`src/hdl/mah_pkg.sv`:
```
// ----------------------------------------------------------------------------
// Handover controller package
// Types and constants shared by the manual/automatic handover controller.
// ----------------------------------------------------------------------------
package mah_pkg;

    // Controller modes, one-hot encoded.
    typedef enum logic [7:0] {
        ST_MANUAL       = 8'b0000_0001,
        ST_START_AUTO   = 8'b0000_0010,
        ST_ACK_AUTO     = 8'b0000_0100,
        ST_OVERTIME     = 8'b0000_1000,
        ST_AUTO         = 8'b0001_0000,
        ST_START_MANUAL = 8'b0010_0000,
        ST_ACK_MANUAL   = 8'b0100_0000,
        ST_BRAKE        = 8'b1000_0000
    } t_mode;

    // Mode codes as reported on the result channel.
    localparam logic [2:0] MODE_MANUAL       = 3'd0;
    localparam logic [2:0] MODE_START_AUTO   = 3'd1;
    localparam logic [2:0] MODE_ACK_AUTO     = 3'd2;
    localparam logic [2:0] MODE_OVERTIME     = 3'd3;
    localparam logic [2:0] MODE_AUTO         = 3'd4;
    localparam logic [2:0] MODE_START_MANUAL = 3'd5;
    localparam logic [2:0] MODE_ACK_MANUAL   = 3'd6;
    localparam logic [2:0] MODE_BRAKE        = 3'd7;

    // Display event codes.
    localparam logic [3:0] EV_NONE             = 4'd0;
    localparam logic [3:0] EV_AUTO_COUNTDOWN   = 4'd1;
    localparam logic [3:0] EV_AUTO_TIMEOUT     = 4'd2;
    localparam logic [3:0] EV_GEAR_CONFIRM     = 4'd3;
    localparam logic [3:0] EV_AUTO_DONE        = 4'd4;
    localparam logic [3:0] EV_MANUAL_DONE      = 4'd5;
    localparam logic [3:0] EV_MANUAL_COUNTDOWN = 4'd6;
    localparam logic [3:0] EV_MANUAL_TIMEOUT   = 4'd7;
    localparam logic [3:0] EV_TWO_GEAR_CONFIRM = 4'd8;

    // Configuration register indexes.
    localparam logic CFG_TIMEOUT_SECONDS = 1'b0;
    localparam logic CFG_HANDOVER_GEAR   = 1'b1;

    // Reset values of the configuration registers.
    localparam logic [15:0]       TIMEOUT_RESET = 16'd10;
    localparam logic signed [4:0] HANDOVER_RESET = 5'sd8;

    // Largest gear step that still allows a two-gear confirmation.
    localparam logic signed [5:0] GEAR_STEP_MAX = 6'sd2;

    typedef struct packed {
        logic [15:0]       timeout_seconds;
        logic signed [4:0] handover_gear;
    } t_cfg;

    typedef struct packed {
        logic              second_tick;
        logic              emergency;
        logic              manual_ack;
        logic              manual_request;
        logic              auto_ack;
        logic signed [4:0] auto_request_gear;
        logic              auto_request;
        logic signed [4:0] suggested_gear;
        logic signed [4:0] throttle;
    } t_item;

    typedef struct packed {
        logic [2:0]        mode_now;
        logic              clear_requests;
        logic [3:0]        event_code;
        logic              manual_mode_set;
        logic signed [4:0] gear_out;
    } t_result;

    // Map a one-hot mode to its reported code.
    function automatic logic [2:0] mode_code(input t_mode m);
        logic [2:0] c;
        unique case (m)
            ST_MANUAL:       c = MODE_MANUAL;
            ST_START_AUTO:   c = MODE_START_AUTO;
            ST_ACK_AUTO:     c = MODE_ACK_AUTO;
            ST_OVERTIME:     c = MODE_OVERTIME;
            ST_AUTO:         c = MODE_AUTO;
            ST_START_MANUAL: c = MODE_START_MANUAL;
            ST_ACK_MANUAL:   c = MODE_ACK_MANUAL;
            default:         c = MODE_BRAKE;
        endcase
        return c;
    endfunction

endpackage

```
`src/hdl/mah_step.sv`:
```
// ----------------------------------------------------------------------------
// Handover step logic
// Combinational next-state and result logic for one control step.
// ----------------------------------------------------------------------------
module mah_step
    import mah_pkg::*;
#(
    parameter int TIMER_BITS = 16
) (
    input  t_mode                 i_mode,
    input  logic                  i_timer_running,
    input  logic [TIMER_BITS-1:0] i_elapsed,
    input  t_cfg                  i_cfg,
    input  t_item                 i_item,
    output t_mode                 o_mode,
    output logic                  o_timer_running,
    output logic [TIMER_BITS-1:0] o_elapsed,
    output t_result               o_result
);

    localparam int CMP_BITS = (TIMER_BITS > 16) ? TIMER_BITS : 16;

    logic [TIMER_BITS-1:0] elapsed_ticked;
    logic [CMP_BITS-1:0]   elapsed_ext;
    logic [CMP_BITS-1:0]   timeout_ext;
    logic                  over;
    logic signed [4:0]     thr;
    logic signed [4:0]     gear_min;
    logic signed [5:0]     gear_diff;
    logic                  check_emer;
    t_mode                 mode_step;

    // Seconds counter advances first, saturating at all ones.
    always_comb begin
        if (i_timer_running && i_item.second_tick && !(&i_elapsed)) begin
            elapsed_ticked = i_elapsed + {{(TIMER_BITS-1){1'b0}}, 1'b1};
        end else begin
            elapsed_ticked = i_elapsed;
        end
    end

    assign elapsed_ext = CMP_BITS'(elapsed_ticked);
    assign timeout_ext = CMP_BITS'(i_cfg.timeout_seconds);
    assign over        = elapsed_ext > timeout_ext;

    assign thr       = i_item.throttle;
    assign gear_min  = (i_item.suggested_gear > 5'sd0) ? 5'sd0 : i_item.suggested_gear;
    assign gear_diff = {thr[4], thr} - {i_item.suggested_gear[4], i_item.suggested_gear};

    // Mode transitions and per-step outputs.
    always_comb begin
        mode_step                = i_mode;
        o_timer_running          = i_timer_running;
        o_elapsed                = elapsed_ticked;
        o_result.gear_out        = i_item.suggested_gear;
        o_result.manual_mode_set = 1'b0;
        o_result.event_code      = EV_NONE;
        o_result.clear_requests  = 1'b0;
        check_emer               = 1'b1;
        unique case (i_mode)
            ST_MANUAL: begin
                o_timer_running          = 1'b0;
                o_elapsed                = '0;
                if (i_item.auto_request) begin
                    mode_step = ST_START_AUTO;
                end
                o_result.gear_out        = thr;
                o_result.manual_mode_set = 1'b1;
                check_emer               = 1'b0;
            end
            ST_START_AUTO: begin
                if (!i_timer_running) begin
                    o_timer_running     = 1'b1;
                    o_elapsed           = '0;
                    o_result.event_code = EV_AUTO_COUNTDOWN;
                end else if (over) begin
                    mode_step           = ST_OVERTIME;
                    o_result.event_code = EV_AUTO_TIMEOUT;
                end else if (i_item.auto_request_gear == i_cfg.handover_gear) begin
                    mode_step           = ST_ACK_AUTO;
                    o_result.event_code = EV_GEAR_CONFIRM;
                end else if (thr == i_cfg.handover_gear) begin
                    mode_step               = ST_AUTO;
                    o_result.clear_requests = 1'b1;
                    o_result.event_code     = EV_AUTO_DONE;
                end
            end
            ST_ACK_AUTO: begin
                if (over) begin
                    mode_step           = ST_OVERTIME;
                    o_result.event_code = EV_AUTO_TIMEOUT;
                end else if (i_item.auto_ack) begin
                    mode_step               = ST_AUTO;
                    o_result.clear_requests = 1'b1;
                    o_result.event_code     = EV_AUTO_DONE;
                end
            end
            ST_OVERTIME: begin
                o_result.gear_out = gear_min;
                if (thr <= gear_min) begin
                    mode_step               = ST_MANUAL;
                    o_result.clear_requests = 1'b1;
                    o_result.event_code     = EV_MANUAL_DONE;
                end
            end
            ST_AUTO: begin
                o_timer_running = 1'b0;
                o_elapsed       = '0;
                if ((thr != i_cfg.handover_gear) || i_item.manual_request) begin
                    mode_step = ST_START_MANUAL;
                end
            end
            ST_START_MANUAL: begin
                if (!i_timer_running) begin
                    o_timer_running     = 1'b1;
                    o_elapsed           = '0;
                    o_result.event_code = EV_MANUAL_COUNTDOWN;
                end else if (over) begin
                    mode_step           = ST_OVERTIME;
                    o_result.event_code = EV_MANUAL_TIMEOUT;
                end else if (thr <= i_item.suggested_gear) begin
                    mode_step               = ST_MANUAL;
                    o_result.clear_requests = 1'b1;
                    o_result.event_code     = EV_MANUAL_DONE;
                end else if (gear_diff <= GEAR_STEP_MAX) begin
                    mode_step           = ST_ACK_MANUAL;
                    o_result.event_code = EV_TWO_GEAR_CONFIRM;
                end
            end
            ST_ACK_MANUAL: begin
                if (over) begin
                    mode_step           = ST_OVERTIME;
                    o_result.event_code = EV_MANUAL_TIMEOUT;
                end else if (i_item.manual_ack) begin
                    mode_step               = ST_MANUAL;
                    o_result.clear_requests = 1'b1;
                    o_result.event_code     = EV_MANUAL_DONE;
                end
            end
            default: begin
                o_result.gear_out = 5'sd0;
                if (thr < 5'sd0) begin
                    mode_step               = ST_MANUAL;
                    o_result.clear_requests = 1'b1;
                    o_result.event_code     = EV_MANUAL_DONE;
                end
                check_emer = 1'b0;
            end
        endcase
        // Emergency overrides the transition, except in manual and brake modes, but keeps the step's event.
        o_mode            = (check_emer && i_item.emergency) ? ST_BRAKE : mode_step;
        o_result.mode_now = mode_code(o_mode);
    end

endmodule

```
`src/hdl/manual_auto_handover_fsm_core.sv`:
```
// Each input transaction passes through the input register, then the result register.
// Throughput: one control step per cycle while the output is not stalled; the mode,
// timer flag and seconds counter update in the same cycle the step enters the result register.
// Reset (synchronous, active low) returns to manual mode with the timer stopped,
// clears both stages and restores the configuration defaults.
// ----------------------------------------------------------------------------
// Manual/automatic handover controller
// Input register, single-pass step logic and result register with stall.
// ----------------------------------------------------------------------------
module manual_auto_handover_fsm_core
    import mah_pkg::*;
#(
    parameter int TIMER_BITS = 16
) (
    input  logic        i_clk,
    input  logic        i_rst_n,
    // Configuration write channel
    input  logic        i_cfg_valid,
    output logic        o_cfg_ready,
    input  logic        i_cfg_index,
    input  logic [15:0] i_cfg_data,
    // Control step input
    input  logic        s_axis_tvalid,
    output logic        s_axis_tready,
    // tdata from bit 0: throttle[4:0], suggested_gear[9:5], auto_request[10],
    // auto_request_gear[15:11], auto_ack[16], manual_request[17],
    // manual_ack[18], emergency[19], second_tick[20], zero[23:21]
    input  logic [23:0] s_axis_tdata,
    // Step result output
    output logic        m_axis_tvalid,
    input  logic        m_axis_tready,
    // tdata from bit 0: gear_out[4:0], manual_mode_set[5], event_code[9:6],
    // clear_requests[10], mode_now[13:11], zero[15:14]
    output logic [15:0] m_axis_tdata
);

    t_cfg                  r_cfg;
    t_item                 r_item;
    logic                  r_item_valid;
    t_result               r_result;
    logic                  r_result_valid;
    t_mode                 r_mode;
    logic                  r_timer_running;
    logic [TIMER_BITS-1:0] r_elapsed;

    t_mode                 n_mode;
    logic                  n_timer_running;
    logic [TIMER_BITS-1:0] n_elapsed;
    t_result               n_result;
    logic                  process;

    // Configuration registers; writes are always taken.
    assign o_cfg_ready = 1'b1;

    always_ff @(posedge i_clk) begin
        if (!i_rst_n) begin
            r_cfg.timeout_seconds <= TIMEOUT_RESET;
            r_cfg.handover_gear   <= HANDOVER_RESET;
        end else if (i_cfg_valid) begin
            unique case (i_cfg_index)
                CFG_TIMEOUT_SECONDS: r_cfg.timeout_seconds <= i_cfg_data;
                default:             r_cfg.handover_gear   <= i_cfg_data[4:0];
            endcase
        end
    end

    // A step moves on when the result register is free or being emptied.
    assign process       = r_item_valid && (!r_result_valid || m_axis_tready);
    assign s_axis_tready = !r_item_valid || process;

    // Input register.
    always_ff @(posedge i_clk) begin
        if (!i_rst_n) begin
            r_item_valid <= 1'b0;
        end else if (s_axis_tready) begin
            r_item_valid <= s_axis_tvalid;
        end
    end

    always_ff @(posedge i_clk) begin
        if (s_axis_tvalid && s_axis_tready) begin
            r_item <= t_item'(s_axis_tdata[20:0]);
        end
    end

    mah_step #(
        .TIMER_BITS(TIMER_BITS)
    ) u_step (
        .i_mode          (r_mode),
        .i_timer_running (r_timer_running),
        .i_elapsed       (r_elapsed),
        .i_cfg           (r_cfg),
        .i_item          (r_item),
        .o_mode          (n_mode),
        .o_timer_running (n_timer_running),
        .o_elapsed       (n_elapsed),
        .o_result        (n_result)
    );

    // Controller state advances once per processed step.
    always_ff @(posedge i_clk) begin
        if (!i_rst_n) begin
            r_mode          <= ST_MANUAL;
            r_timer_running <= 1'b0;
            r_elapsed       <= '0;
        end else if (process) begin
            r_mode          <= n_mode;
            r_timer_running <= n_timer_running;
            r_elapsed       <= n_elapsed;
        end
    end

    // Result register.
    always_ff @(posedge i_clk) begin
        if (!i_rst_n) begin
            r_result_valid <= 1'b0;
        end else if (process) begin
            r_result_valid <= 1'b1;
        end else if (m_axis_tready) begin
            r_result_valid <= 1'b0;
        end
    end

    always_ff @(posedge i_clk) begin
        if (process) begin
            r_result <= n_result;
        end
    end

    assign m_axis_tvalid = r_result_valid;
    assign m_axis_tdata  = {2'b00, r_result};

endmodule
```
`config.mk`:
```
export PLATFORM = sky130hd
export DESIGN_NAME = manual_auto_handover_fsm_core
export DESIGN_NICKNAME = d
export VERILOG_FILES = /design/src/hdl/mah_pkg.sv /design/src/hdl/mah_step.sv /design/src/hdl/manual_auto_handover_fsm_core.sv
export SDC_FILE = /design/constraint.sdc
export NUM_CORES = 1
export LEC_CHECK = 0
export BUFFER_PORTS_ARGS = -buffer_cell sky130_fd_sc_hd__buf_2
export CORE_MARGIN = 2
export CORE_UTILIZATION = 30
export CTS_CLUSTER_DIAMETER = 30
export DETAILED_ROUTE_END_ITERATION = 12
export GPL_ROUTABILITY_DRIVEN = 0
export GPL_TIMING_DRIVEN = 0
export PLACE_DENSITY = 0.58
export SLEW_MARGIN = 20
export SYNTH_ARGS = -nofsm -noshare
export SYNTH_HDL_FRONTEND = slang
export SYNTH_SLANG_ARGS = --single-unit
```
`constraint.sdc`:
```
create_clock -name i_clk -period 5.6 [get_ports i_clk]
set_clock_uncertainty 0.05 [all_clocks]
set_input_delay 1.12 -clock i_clk [delete_from_list [all_inputs] [get_ports i_clk]]
set_output_delay 1.12 -clock i_clk [all_outputs]
set_load 0.02 [all_outputs]
```
Yosys cells after proc, flatten, opt, wreduce, memory -nomap -nowiden:

Cells that the tools add are included.

* bits in registers: 83
* input port bits: 46
* output and inout bits: 19

* reduce and logical (&&, ||, !) cells: 21
* multiplexer cells: 52
* equality and inequality tests: 17
* add/subtract/negate cells: 2
* bitwise gates (word level): 1
* order comparisons: 6

Operators by type and width (count)
* $mux 8: 17
* $pmux 8 s7: 1
* $mux 4: 9
* $mux 16: 2
* $pmux 16 s2: 1
* $mux 5: 6
* $pmux 5 s6: 1
* $pmux 3 s7: 1
* $add 16x1->16 const B: 1
* $eq 8x1->1 const B: 2
* $eq 8x2->1 const B: 2
* $eq 8x3->1 const B: 2
* $eq 8x4->1 const B: 2
* $eq 8x5->1 const B: 2
* $eq 8x6->1 const B: 2
* $eq 8x7->1 const B: 2
* $gt 16x16->1: 1
* $reduce_and 16->1: 1
* $pmux 5 s3: 1
* $mux 1: 12
* $eq 5x5->1: 2
* $le 5x5->1: 2
* $le 6x3->1 const B: 1
* $reduce_and 2->1: 3
* other kinds (13): 23

Depth between registers and ports, before layout:

Gate-level depths: netlist (run 1).

* depth in word-level cells: 11
* gate-level depth with buffers: 19

By module:

A second synthesis (run 1) with hierarchy kept.

* cell total of the unflattened synthesis: 600
* area total of the unflattened synthesis: 5312.6 um^2

By module, submodules not included
* manual_auto_handover_fsm_core: times used 1, cells an instance 251, area an instance 2992.9 um^2, sequential area each 2011.9 um^2
* mah_step: times used 1, cells an instance 349, area an instance 2319.7 um^2, sequential area each 0.0 um^2

Worst setup path before layout (run 1):

Ideal clock, no wire load.

* path type: register -> register
* start: register r_elapsed[0]
* end: register r_result (netlist bit m_axis_tdata[11]), data pin
* cell stages (with the launch flop): 18
* data arrival time: 4.177 ns
* clock period less this slack: 4.504 ns
* data required time: 5.273 ns
* setup time: 0.277 ns
* path slack: 1.096 ns
* cell sequence: dfxtp_1 -> ha_1 -> nand3_1 -> nor4_2 -> a21oi_2 -> nor2b_1 -> nor4b_1 -> nand2_1 -> xnor2_1 -> ha_1 -> nand4_1 -> a2111o_1 -> a31oi_2 -> a21oi_1 -> a2111o_1 -> a21o_1 -> a2111oi_0 -> a41oi_1

RTL lines
* from (decl): line manual_auto_handover_fsm_core.sv:44 `logic [TIMER_BITS-1:0] r_elapsed;`
* from (signal assigned): line manual_auto_handover_fsm_core.sv:109 `r_elapsed <= n_elapsed;`
* to (signal assigned): line manual_auto_handover_fsm_core.sv:126 `r_result <= n_result;`
* to (decl): line manual_auto_handover_fsm_core.sv:40 `t_result r_result;`

==> impl_metrics.py, run 1 <==
metrics = {
    "synth": {
        "synth_most_common_cell": "nand2_1",
        "netlist_top_cells_count": "nand2_1, dfxtp_1, edfxtp_1, inv_1, nor2_1",
        "synth_edf_count": 35,
        "ys_dominant_reg_cell": "dfxtp_1",
        "ys_warn_count": 0,
        "synth.top_cell.area_share_pct": 20.85,
        "synth.largest_area_cell": "edfxtp_1",
        "netlist_area_um2": 5041,
        "netlist_instances": 566,
        "yosysUniqueCellTypes": 70,
        "async_flop_share_pct": 0,
        "ys_seq_elements": 83,
        "syn_area_per_cell_um2": 8.907,
        "synth_area_leaders": "edfxtp_1, dfxtp_1, ha_1, nand2_1, xor2_1",
        "synth_seq_area_share_pct": 39.91,
    },
    "place": {
        "post-place-ws_ns": 0.1774,
        "port_buffers": 56,
        "dp.cells": 843,
        "placed_area_um2": 5600,
        "dp.final_hpwl_mm": 9.873,
    },
    "floorplanning": {
        "ioPinCount": 65,
        "num_rows": 47,
        "coreArea_um2": 16520,
        "design.die.area_um2": 17860,
        "initial_core_util_pct": 30.51,
        "chipHeight_um": 133.6,
        "die_w_um": 133.6,
    },
    "worst_setup_path": {
        "arrival_ns": 5.21,
        "r2r_slack_ns": 0.40,
        "cp_slowest_cell": "a2111o_1",
        "reg2regPathDepth": 17,
        "crit_family": "compound AO/OA/AOI/OAI gates",
        "startpoint": "r_elapsed[0]$_SDFFE_PN0P_",
        "criticalPathCategory": "flop to flop",
        "cp-start-kind": "flop",
        "max_stage_delay_ns": 0.46,
        "crit_required_ns": 5.62,
        "reg2reg_to": "m_axis_tdata[11]$_DFFE_PP_",
        "setup.worst_path.end": "m_axis_tdata[11]$_DFFE_PP_",
        "r2r-start": "r_elapsed[0]$_SDFFE_PN0P_",
        "cp_num_cells": 17,
        "crit_path_cell_trace": "ha_1, nand3_1, nor4_4, a2111oi_2, and4_1, and3_1, and3_1, xor2_1, ha_1, nand4_1, a2111o_1, a31oi_4, a21oi_1, a2111o_1, a21o_1, a2111oi_0, a41oi_1",
        "cp_max_fo": 7,
        "path_buf_inv": 0,
        "cp-end-kind": "flop",
    },
    "timing": {
        "post-route-period-util_pct": 92.79,
        "tightest_slew_ns": 0.7350,
        "whs_ns": 0.4136,
        "setup_viol": 0,
        "slew_viol_final": 0,
        "final.min_clock_period_ns": 5.196,
        "hold_violations": 0,
        "fin_ws_ns": 0.4038,
        "relSlewSlack_pct": 50.62,
        "timing.fmax_mhz": 192.4,
    },
    "global_routing": {
        "antenna_found_initial": 0,
        "track_usage_pct": 15.23,
        "grt.overflow.total": 0,
        "grt_max_degree": 24,
        "grt_pass1_vias": 4497,
        "grt_pass1_wl_mm": 21.74,
    },
    "cts": {
        "clk_latency_ns": 0.35,
        "cts_tree": "yes",
        "cts-root-buf": "clkbuf_16",
        "ctsHoldBuffers": 0,
        "htree_levels": 3,
        "clockBufferDepth": 2,
        "clkTransAtPathRegs_ns": 0.06,
        "cts_buffers": 9,
        "cts_num_sinks": 83,
    },
    "final_layout": {
        "final_area_um2": 5987,
        "regArea_um2": 2012,
        "syn2layout_area_growth_pct": 18.76,
        "multi_input_area_um2": 2829,
        "drive_gt1_share_pct": 15.18,
        "fin_cells": 859,
        "nets": 707,
        "n_fill_cell": 1664,
        "num_antenna_cells": 0,
    },
    "drt": {
        "wirelength_mm": 12.81,
        "ant_nets": 0,
        "avgRoutedWirePerCell_um": 14.91,
        "route.detailed.drc": 0,
        "drt-pass1-iter-count": 4,
        "dr_total_vias": 4411,
        "initialDrtViolationCount": 313,
        "viasPerCell": 5.135,
    },
    "power": {
        "combPwrFrac_pct": 16.3,
        "p_int_mw": 1.168,
        "pwr-share-seq_pct": 43.0,
        "p_per_area_nw_per_um2": 265.6,
        "p_clk_share_pct": 40.7,
        "leakage_nw": 2.476,
        "total_power_mw": 1.590,
        "switching_share_pct": 26.57,
        "ir_drop_mv": 0.1422,
        "power.switching_mw": 0.4226,
    },
    "job": {
        "max-cap-violations": 0,
    },
    "worst_hold_path": {
        "hold_start": "r_cfg[19]$_SDFFE_PN0P_",
        "hp-class": "flop to flop",
    },
    "outcome": {
        "outcome": "finished clean",
    },
}
==> area by class of cell <==
class | instances | share of cell area, %
Buffer | 27 | 2.132
Multi-Input combinational cell | 422 | 47.25
Sequential cell | 83 | 33.61
Inverter | 35 | 2.194
Clock buffer | 11 | 4.598
Timing Repair Buffer | 56 | 4.681
Tap cell | 220 | 4.598
Clock inverter | 5 | 0.9404
==> timing repair <==
action | 4_1_cts | 5_1_grt
setup buffers | 0 | 0
gates resized for setup | 0 | 8
setup endpoints to repair | 0 | 6
==> worst min path at each step <==
stage	slack, ns	to	cells past startpoint
after floorplan	0.39	r_cfg[18]$_SDFFE_PN0P_	2
after CTS	0.42	r_cfg[19]$_SDFFE_PN0P_	2
after global placement	0.41	r_cfg[19]$_SDFFE_PN0P_	2
final	0.41	r_cfg[19]$_SDFFE_PN0P_	2
after detailed placement	0.41	r_cfg[19]$_SDFFE_PN0P_	2
after global routing	0.44	r_cfg[19]$_SDFFE_PN0P_	2
==> metrics by stage <==
| stage | TNS, ns | util (%) |
|---|---|---|
| 4_1_cts | 0 | 35.90 |
| 3_5_place_dp | 0 | 33.89 |
| 2_1_floorplan | 0 | - |
| 3_3_place_gp | 0 | 33.89 |
| 5_1_grt | -0.02551 | 36.23 |
| 6_report | 0 | 36.23 |
==> kinds of logic (layout without fill, tap and decap cells) <==
group / after synthesis / in the layout / synth area share (%)
multiplexers: 2 / 2 / 0.4219
buffers and inverters: 62 / 134 / 5.113
adder cells (fa/ha/maj): 27 / 27 / 6.850
XOR/XNOR: 32 / 32 / 5.560
AO/OA/AOI/OAI: 138 / 138 / 19.43
AND/OR/NAND/NOR: 220 / 220 / 22.56
other: 2 / 3 / 0.1490
flip-flops: 83 / 83 / 39.91
==> layer usage <==
layer / share of wire (%) / GRT usage (%) / vias up
li1: - / - / 2171
met4: 2.8 / 6.856 / 0
met1: 44 / 18.46 / 2104
met5: 0 / 0 / -
met2: 48 / 25.37 / 104
met3: 4.3 / 4.033 / 32
==> flip-flops by register name, summed over array words and instances (netlist names) <==
register,flops
r_cfg,21
r_elapsed,16
m_axis_tvalid,1
r_item,21
r_timer_running,1
r_item_valid,1
r_mode,8
m_axis_tdata,14
==> worst register-to-register path: cells and delay by family, from the launching register on <==
family                     cells  cell delay (ns)
xor gates and xnor gates       1             0.15
adders and majority gates      2             0.56
DFF                            1             0.42
AOI/OAI and AO/OA              8             2.18
and+or+nand+nor                6             1.53
==> cell usage in the layout (no fill, tap or decap), drive strengths merged, types with 9 or more instances in the layout <==
cell	synthesis	final
nor2	29	29
ha	26	26
nand2	83	83
xor2	21	21
nand3	18	18
nor2b	23	23
xnor2	11	11
a22oi	12	12
inv	35	35
nand2b	9	9
a21boi	20	20
nand4	9	9
a21oi	26	26
nor3	13	13
dfxtp	48	48
buf	8	64
o21ai	20	20
a31oi	10	10
edfxtp	35	35
and2	10	10
clkbuf	19	30
==> power groups by stage <==
| stage | Sequential [mW] | Clock, mW | Combinational [mW] |
|---|---|---|---|
| 5_1_grt | 0.686 | 0.693 | 0.291 |
| 3_3_place_gp | 0.696 | 0 | 0.252 |
| 6_report | 0.683 | 0.647 | 0.260 |
| 3_5_place_dp | 0.697 | 0 | 0.257 |
| 4_1_cts | 0.684 | 0.664 | 0.259 |
| 2_1_floorplan | 0.702 | 0 | 0.175 |
Note: power is estimated with default switching activity, not from simulation.
==> inputs of run 2 (changes only) <==
==> constraint.sdc (replaced) <==
create_clock -name i_clk -period 5.82 [get_ports i_clk]
set_clock_uncertainty 0.05 [all_clocks]
set_input_delay 1.164 -clock i_clk [delete_from_list [all_inputs] [get_ports i_clk]]
set_output_delay 1.164 -clock i_clk [all_outputs]
set_load 0.02 [all_outputs]
==> run 2 against run 1 <==
Critical endpoint unchanged. Register-to-register slack gained 0.13 ns. Via count grew 0.29%. First-iteration DRC count shrank 12%. Worst hold slack is essentially flat. Sequential share of layout area grew 0.23 points. Flip-flop and latch count is the same. Critical path depth is the same.
==> impl_metrics.py, run 2 (synthesis gave the netlist of run 1 again) <==
metrics = {
    "global_routing": {
        "met2_usage_pct": 25.37,
        "busiest_layer": "met2",
        "track_usage_pct": 15.23,
        "grt.overflow.total": 0,
        "grt_max_degree": 24,
        "grt_pass1_wl_mm": 21.74,
        "antenna_found_initial": 0,
        "grt_util_met1_pct": 18.46,
        "grt_util_met3_pct": 4.033,
        "grt_pass1_vias": 4497,
    },
    "worst_setup_path": {
        "startpoint": "r_elapsed[0]$_SDFFE_PN0P_",
        "criticalPathCategory": "flop to flop",
        "setup.worst_path.end": "m_axis_tdata[11]$_DFFE_PP_",
        "reg2regPathDepth": 17,
        "arrival_ns": 5.30,
        "r2r-start": "r_elapsed[0]$_SDFFE_PN0P_",
        "cp-start-kind": "flop",
        "r2r_slack_ns": 0.54,
        "cp_max_fo": 7,
        "cp-end-kind": "flop",
        "reg2reg_to": "m_axis_tdata[11]$_DFFE_PP_",
        "crit_required_ns": 5.84,
    },
    "floorplanning": {
        "initial_core_util_pct": 30.51,
        "design.die.area_um2": 17860,
        "die_w_um": 133.6,
        "ioPinCount": 65,
        "num_rows": 47,
        "coreArea_um2": 16520,
        "chipHeight_um": 133.6,
    },
    "timing": {
        "rsz0062_at_grt": "no",
        "post-route-period-util_pct": 90.75,
        "setup_tns_ns": 0,
        "setup_viol": 0,
        "tightest_slew_ns": 0.7421,
        "hold_violations": 0,
        "relSlewSlack_pct": 50.15,
        "final.min_clock_period_ns": 5.282,
        "slew_viol_final": 0,
        "timing.fmax_mhz": 189.3,
    },
    "final_layout": {
        "fin_cells": 859,
        "num_antenna_cells": 0,
        "reg.largest.list": "r_cfg (21), r_item (21), r_elapsed (16)",
        "layout_common_cells": "nand2_1, buf_2, dfxtp_1",
        "drive_gt1_share_pct": 15.02,
        "final_area_um2": 5947,
        "final_common_cell": "nand2_1",
        "syn2layout_area_growth_pct": 17.97,
        "nets": 707,
        "n_fill_cell": 1667,
    },
    "drt": {
        "wirelength_mm": 12.82,
        "drt-pass1-iter-count": 5,
        "viasPerCell": 5.150,
        "avgRoutedWirePerCell_um": 14.92,
        "dr_total_vias": 4424,
        "route.detailed.drc": 0,
        "ant_nets": 0,
        "initialDrtViolationCount": 277,
    },
    "place": {
        "placed_area_um2": 5600,
        "dp.final_hpwl_mm": 9.873,
        "dp.cells": 843,
        "port_buffers": 56,
    },
    "power": {
        "ir_drop_mv": 0.1365,
        "total_power_mw": 1.530,
        "p_per_area_nw_per_um2": 257.3,
        "leakage_nw": 2.436,
    },
    "cts": {
        "htree_levels": 3,
        "cts_buffers": 9,
        "clk_latency_ns": 0.35,
        "clkTransAtPathRegs_ns": 0.06,
        "cts_tree": "yes",
        "post_cts_buffers": 0,
        "clockBufferDepth": 2,
        "cts_num_sinks": 83,
        "ctsHoldBuffers": 0,
        "cts-root-buf": "clkbuf_16",
    },
    "worst_hold_path": {
        "hp-class": "flop to flop",
    },
    "job": {
        "max-cap-violations": 0,
    },
    "outcome": {
        "outcome": "finished clean",
    },
}
==> run 2: through the flow <==
| step | hold slack [ns] | worst slack, ns | utilization [%] |
|---|---|---|---|
| global route | 0.4370 | 0.01092 | 35.99 |
| finish | 0.4138 | 0.5384 | 35.99 |
| detailed placement | 0.4083 | 0.3974 | 33.89 |
| CTS | 0.4170 | 0.3423 | 35.90 |
| floorplan | 0.3935 | 1.316 | - |
| global placement | 0.4064 | 0.4002 | 33.89 |
==> run 2: cell type report <==
| type | instances | area, um2 | area share [%] |
|---|---|---|---|
| multi-input cells | 422 | 2789 | 46.90 |
| clock inverters | 5 | 56.30 | 0.9468 |
| repair buffers | 56 | 280.3 | 4.713 |
| clock buffers | 11 | 275.3 | 4.629 |
| flip-flops and latches | 83 | 2012 | 33.83 |
| well taps | 220 | 275.3 | 4.629 |
| inverters | 35 | 131.4 | 2.209 |
| plain buffers | 27 | 127.6 | 2.146 |
==> run 2: metal layers <==
| layer | up-vias | routed length, um | part of all wire [%] |
|---|---|---|---|
| li1 | 2170 | - | - |
| met1 | 2098 | 5648 | 44 |
| met2 | 124 | 6224 | 49 |
| met3 | 32 | 591 | 4.6 |
| met4 | 0 | 354 | 2.8 |
| met5 | - | 0 | 0 |
==> run 2: timing repair <==
item	4_1_cts	5_1_grt
endpoints found under the hold margin	0	0
resized for setup	0	3
setup endpoints to repair	0	3
==> run 2: worst min path at each step <==
stage | from | depth (start not counted) | end | slack [ns]
finish | r_cfg[19]$_SDFFE_PN0P_ | 2 | r_cfg[19]$_SDFFE_PN0P_ | 0.41
global route | r_cfg[19]$_SDFFE_PN0P_ | 2 | r_cfg[19]$_SDFFE_PN0P_ | 0.44
CTS | r_cfg[19]$_SDFFE_PN0P_ | 2 | r_cfg[19]$_SDFFE_PN0P_ | 0.42
detailed placement | r_cfg[19]$_SDFFE_PN0P_ | 2 | r_cfg[19]$_SDFFE_PN0P_ | 0.41
global placement | r_cfg[19]$_SDFFE_PN0P_ | 2 | r_cfg[19]$_SDFFE_PN0P_ | 0.41
floorplan | r_cfg[18]$_SDFFE_PN0P_ | 2 | r_cfg[18]$_SDFFE_PN0P_ | 0.39
==> run 2: report_power, final <==
part           switching (mW)  total [mW]  internal [mW]
clock network           0.240       0.623          0.384
logic                   0.149       0.250          0.100
registers              0.0175       0.657          0.640
total                   0.407        1.53           1.12
==> run 2: critical path: stages, from the launching register on <==
cell       delay, ns
dfxtp_1         0.42
ha_1            0.24
nand3_1         0.15
nor4_2          0.42
a2111oi_2       0.16
and4_1          0.28
and3_1          0.24
and3_1          0.23
xor2_1          0.15
ha_1            0.31
nand4_1         0.17
a2111o_1        0.33
a31oi_2         0.48
a21oi_1         0.18
a2111o_1        0.46
a21o_1          0.18
a2111oi_0       0.42
a41oi_1         0.11
==> inputs of run 3 (changes only) <==
--- a/config.mk
+++ b/config.mk
@@ -6,12 +6,13 @@
 export NUM_CORES = 1
 export LEC_CHECK = 0
 export BUFFER_PORTS_ARGS = -buffer_cell sky130_fd_sc_hd__buf_2
-export CORE_MARGIN = 2
+export CORE_MARGIN = 1
 export CORE_UTILIZATION = 30
 export CTS_CLUSTER_DIAMETER = 30
 export DETAILED_ROUTE_END_ITERATION = 12
 export GPL_ROUTABILITY_DRIVEN = 0
 export GPL_TIMING_DRIVEN = 0
+export HOLD_SLACK_MARGIN = 0.03
 export PLACE_DENSITY = 0.58
 export SLEW_MARGIN = 20
 export SYNTH_ARGS = -nofsm -noshare
==> run 3 against run 2 <==
Combinational power is essentially flat. Clock power down 4.5%. Power shrank 1.9%. First-iteration DRC count rose by 17%. Register-to-register slack got worse by 0.16 ns. Critical endpoint unchanged. Worst setup slack got worse by 0.16 ns. Sequential share of layout area is 0.18 points higher. Fmax decreased by 2.9%. Wire length decreased by 0.77%. Highest routed layer unchanged. Via count down 1.4%.
==> impl_metrics.py, run 3 (synthesis gave the netlist of run 1 again) <==
metrics = {
    "floorplanning": {
        "die_w_um": 131.6,
        "initial_core_util_pct": 30.62,
        "ioPinCount": 65,
        "chipHeight_um": 131.6,
        "design.die.area_um2": 17330,
        "num_rows": 47,
        "coreArea_um2": 16470,
    },
    "global_routing": {
        "track_usage_pct": 15.16,
        "grt_pass1_vias": 4254,
        "grt_max_degree": 24,
        "grt_pass1_wl_mm": 20.78,
        "grt.overflow.total": 0,
        "antenna_found_initial": 0,
    },
    "timing": {
        "timing.fmax_mhz": 183.8,
        "relSlewSlack_pct": 27.37,
        "post-route-period-util_pct": 93.46,
        "setup_tns_ns": 0,
        "final.min_clock_period_ns": 5.439,
        "tightest_slew_ns": 1.089,
        "whs_ns": 0.4142,
        "hold_violations": 0,
        "rsz0062_at_grt": "no",
        "slew_viol_final": 0,
        "setup_viol": 0,
    },
    "drt": {
        "ant_nets": 0,
        "viasPerCell": 5.080,
        "avgRoutedWirePerCell_um": 14.81,
        "maxUsedRoutingLayer": "met4",
        "initialDrtViolationCount": 323,
        "dr_total_vias": 4364,
        "route.met3.wl_um": 614,
        "wl_met2_mm": 6.197,
        "drt-pass1-iter-count": 5,
        "drt-met1-wl_mm": 5.628,
        "wirelength_mm": 12.72,
        "route.detailed.drc": 0,
    },
    "worst_setup_path": {
        "cp-end-kind": "flop",
        "arrival_ns": 5.47,
        "crit_required_ns": 5.85,
        "r2r_slack_ns": 0.38,
        "cp-start-kind": "flop",
        "cp_max_fo": 7,
        "criticalPathCategory": "flop to flop",
    },
    "cts": {
        "clockBufferDepth": 2,
        "post_cts_resize_count": 0,
        "htree_levels": 3,
        "post_cts_buffers": 0,
        "cts-root-buf": "clkbuf_16",
        "cts_tree": "yes",
        "clkTransAtPathRegs_ns": 0.07,
        "cts_num_sinks": 83,
        "ctsHoldBuffers": 0,
        "clk_latency_ns": 0.36,
        "cts_buffers": 9,
    },
    "outcome": {
        "outcome": "finished clean",
    },
    "final_layout": {
        "drive_gt1_share_pct": 14.71,
        "nets": 707,
        "final_common_cell": "nand2_1",
        "layout_common_cells": "nand2_1, buf_2, dfxtp_1",
        "num_antenna_cells": 0,
        "syn2layout_area_growth_pct": 17.35,
        "reg.largest.list": "r_cfg (21), r_item (21), r_elapsed (16)",
        "n_fill_cell": 1705,
    },
    "place": {
        "port_buffers": 56,
        "dp.final_hpwl_mm": 9.757,
    },
    "power": {
        "p_per_area_nw_per_um2": 253.8,
        "leakage_nw": 2.425,
        "ir_drop_mv": 0.1412,
    },
    "job": {
        "max-cap-violations": 0,
    },
    "worst_hold_path": {
        "hp-class": "flop to flop",
    },
}
==> run 3: layout make-up <==
| cell class | instances | area, um2 | area share (%) |
|---|---|---|---|
| timing repair buffer | 56 | 280.3 | 4.738 |
| inverter | 35 | 131.4 | 2.221 |
| tap | 220 | 275.3 | 4.653 |
| clock inverter | 7 | 82.58 | 1.396 |
| clock buffer | 9 | 225.2 | 3.807 |
| sequential | 83 | 2012 | 34.01 |
| multi-input combinational | 422 | 2781 | 47.02 |
| buffer | 27 | 127.6 | 2.157 |
==> run 3: routing by layer <==
layer | global-route usage, % | vias to the layer above
li1 | - | 2168
met1 | 18.19 | 2040
met2 | 25.54 | 137
met3 | 3.549 | 19
met4 | 6.977 | 0
met5 | 0 | -
==> run 3: path summary, 6_finish.rpt <==
path                                                start                    endpoint  cells past startpoint
worst min-delay path               r_cfg[12]$_SDFFE_PN0P_      r_cfg[12]$_SDFFE_PN0P_                      2
worst max-delay path            r_elapsed[0]$_SDFFE_PN0P_  m_axis_tdata[11]$_DFFE_PP_                     17
worst min register to register     r_cfg[12]$_SDFFE_PN0P_      r_cfg[12]$_SDFFE_PN0P_                      2
worst max register to register  r_elapsed[0]$_SDFFE_PN0P_  m_axis_tdata[11]$_DFFE_PP_                     17
==> run 3: worst max-delay path, stage by stage (launching register included) <==
cell and delay [ns]:
dfxtp_1 0.36, ha_1 0.26, nand3_1 0.16, nor4_2 0.09, a2111oi_0 0.67, and4_1 0.37, and3_1 0.25, and3_1 0.22
xor2_1 0.08, ha_1 0.31, nand4_1 0.16, a2111o_1 0.33, a31oi_2 0.48, a21oi_1 0.18, a2111o_1 0.47, a21o_1 0.19
a2111oi_0 0.43, a41oi_1 0.10
==> run 3: power breakdown <==
part	switching, mW	total [mW]	internal [mW]
combinational	0.149	0.249	0.0999
clock	0.255	0.595	0.340
sequential	0.0179	0.658	0.640
total	0.422	1.50	1.08
==> run 3: per-stage QoR <==
step | std cells | util, % | power [mW] | area, um2 | worst slack (ns)
3_3_place_gp | 843 | 34.01 | 0.9127 | 5600 | 0.4019
6_report | 859 | 35.93 | 1.502 | 5916 | 0.3807
2_1_floorplan | 567 | - | 0.8439 | 5045 | 1.316
3_5_place_dp | 843 | 34.01 | 0.9179 | 5600 | 0.3652
5_1_grt | 859 | 35.93 | 1.568 | 5916 | 0.07405
4_1_cts | 859 | 35.88 | 1.518 | 5908 | 0.3127
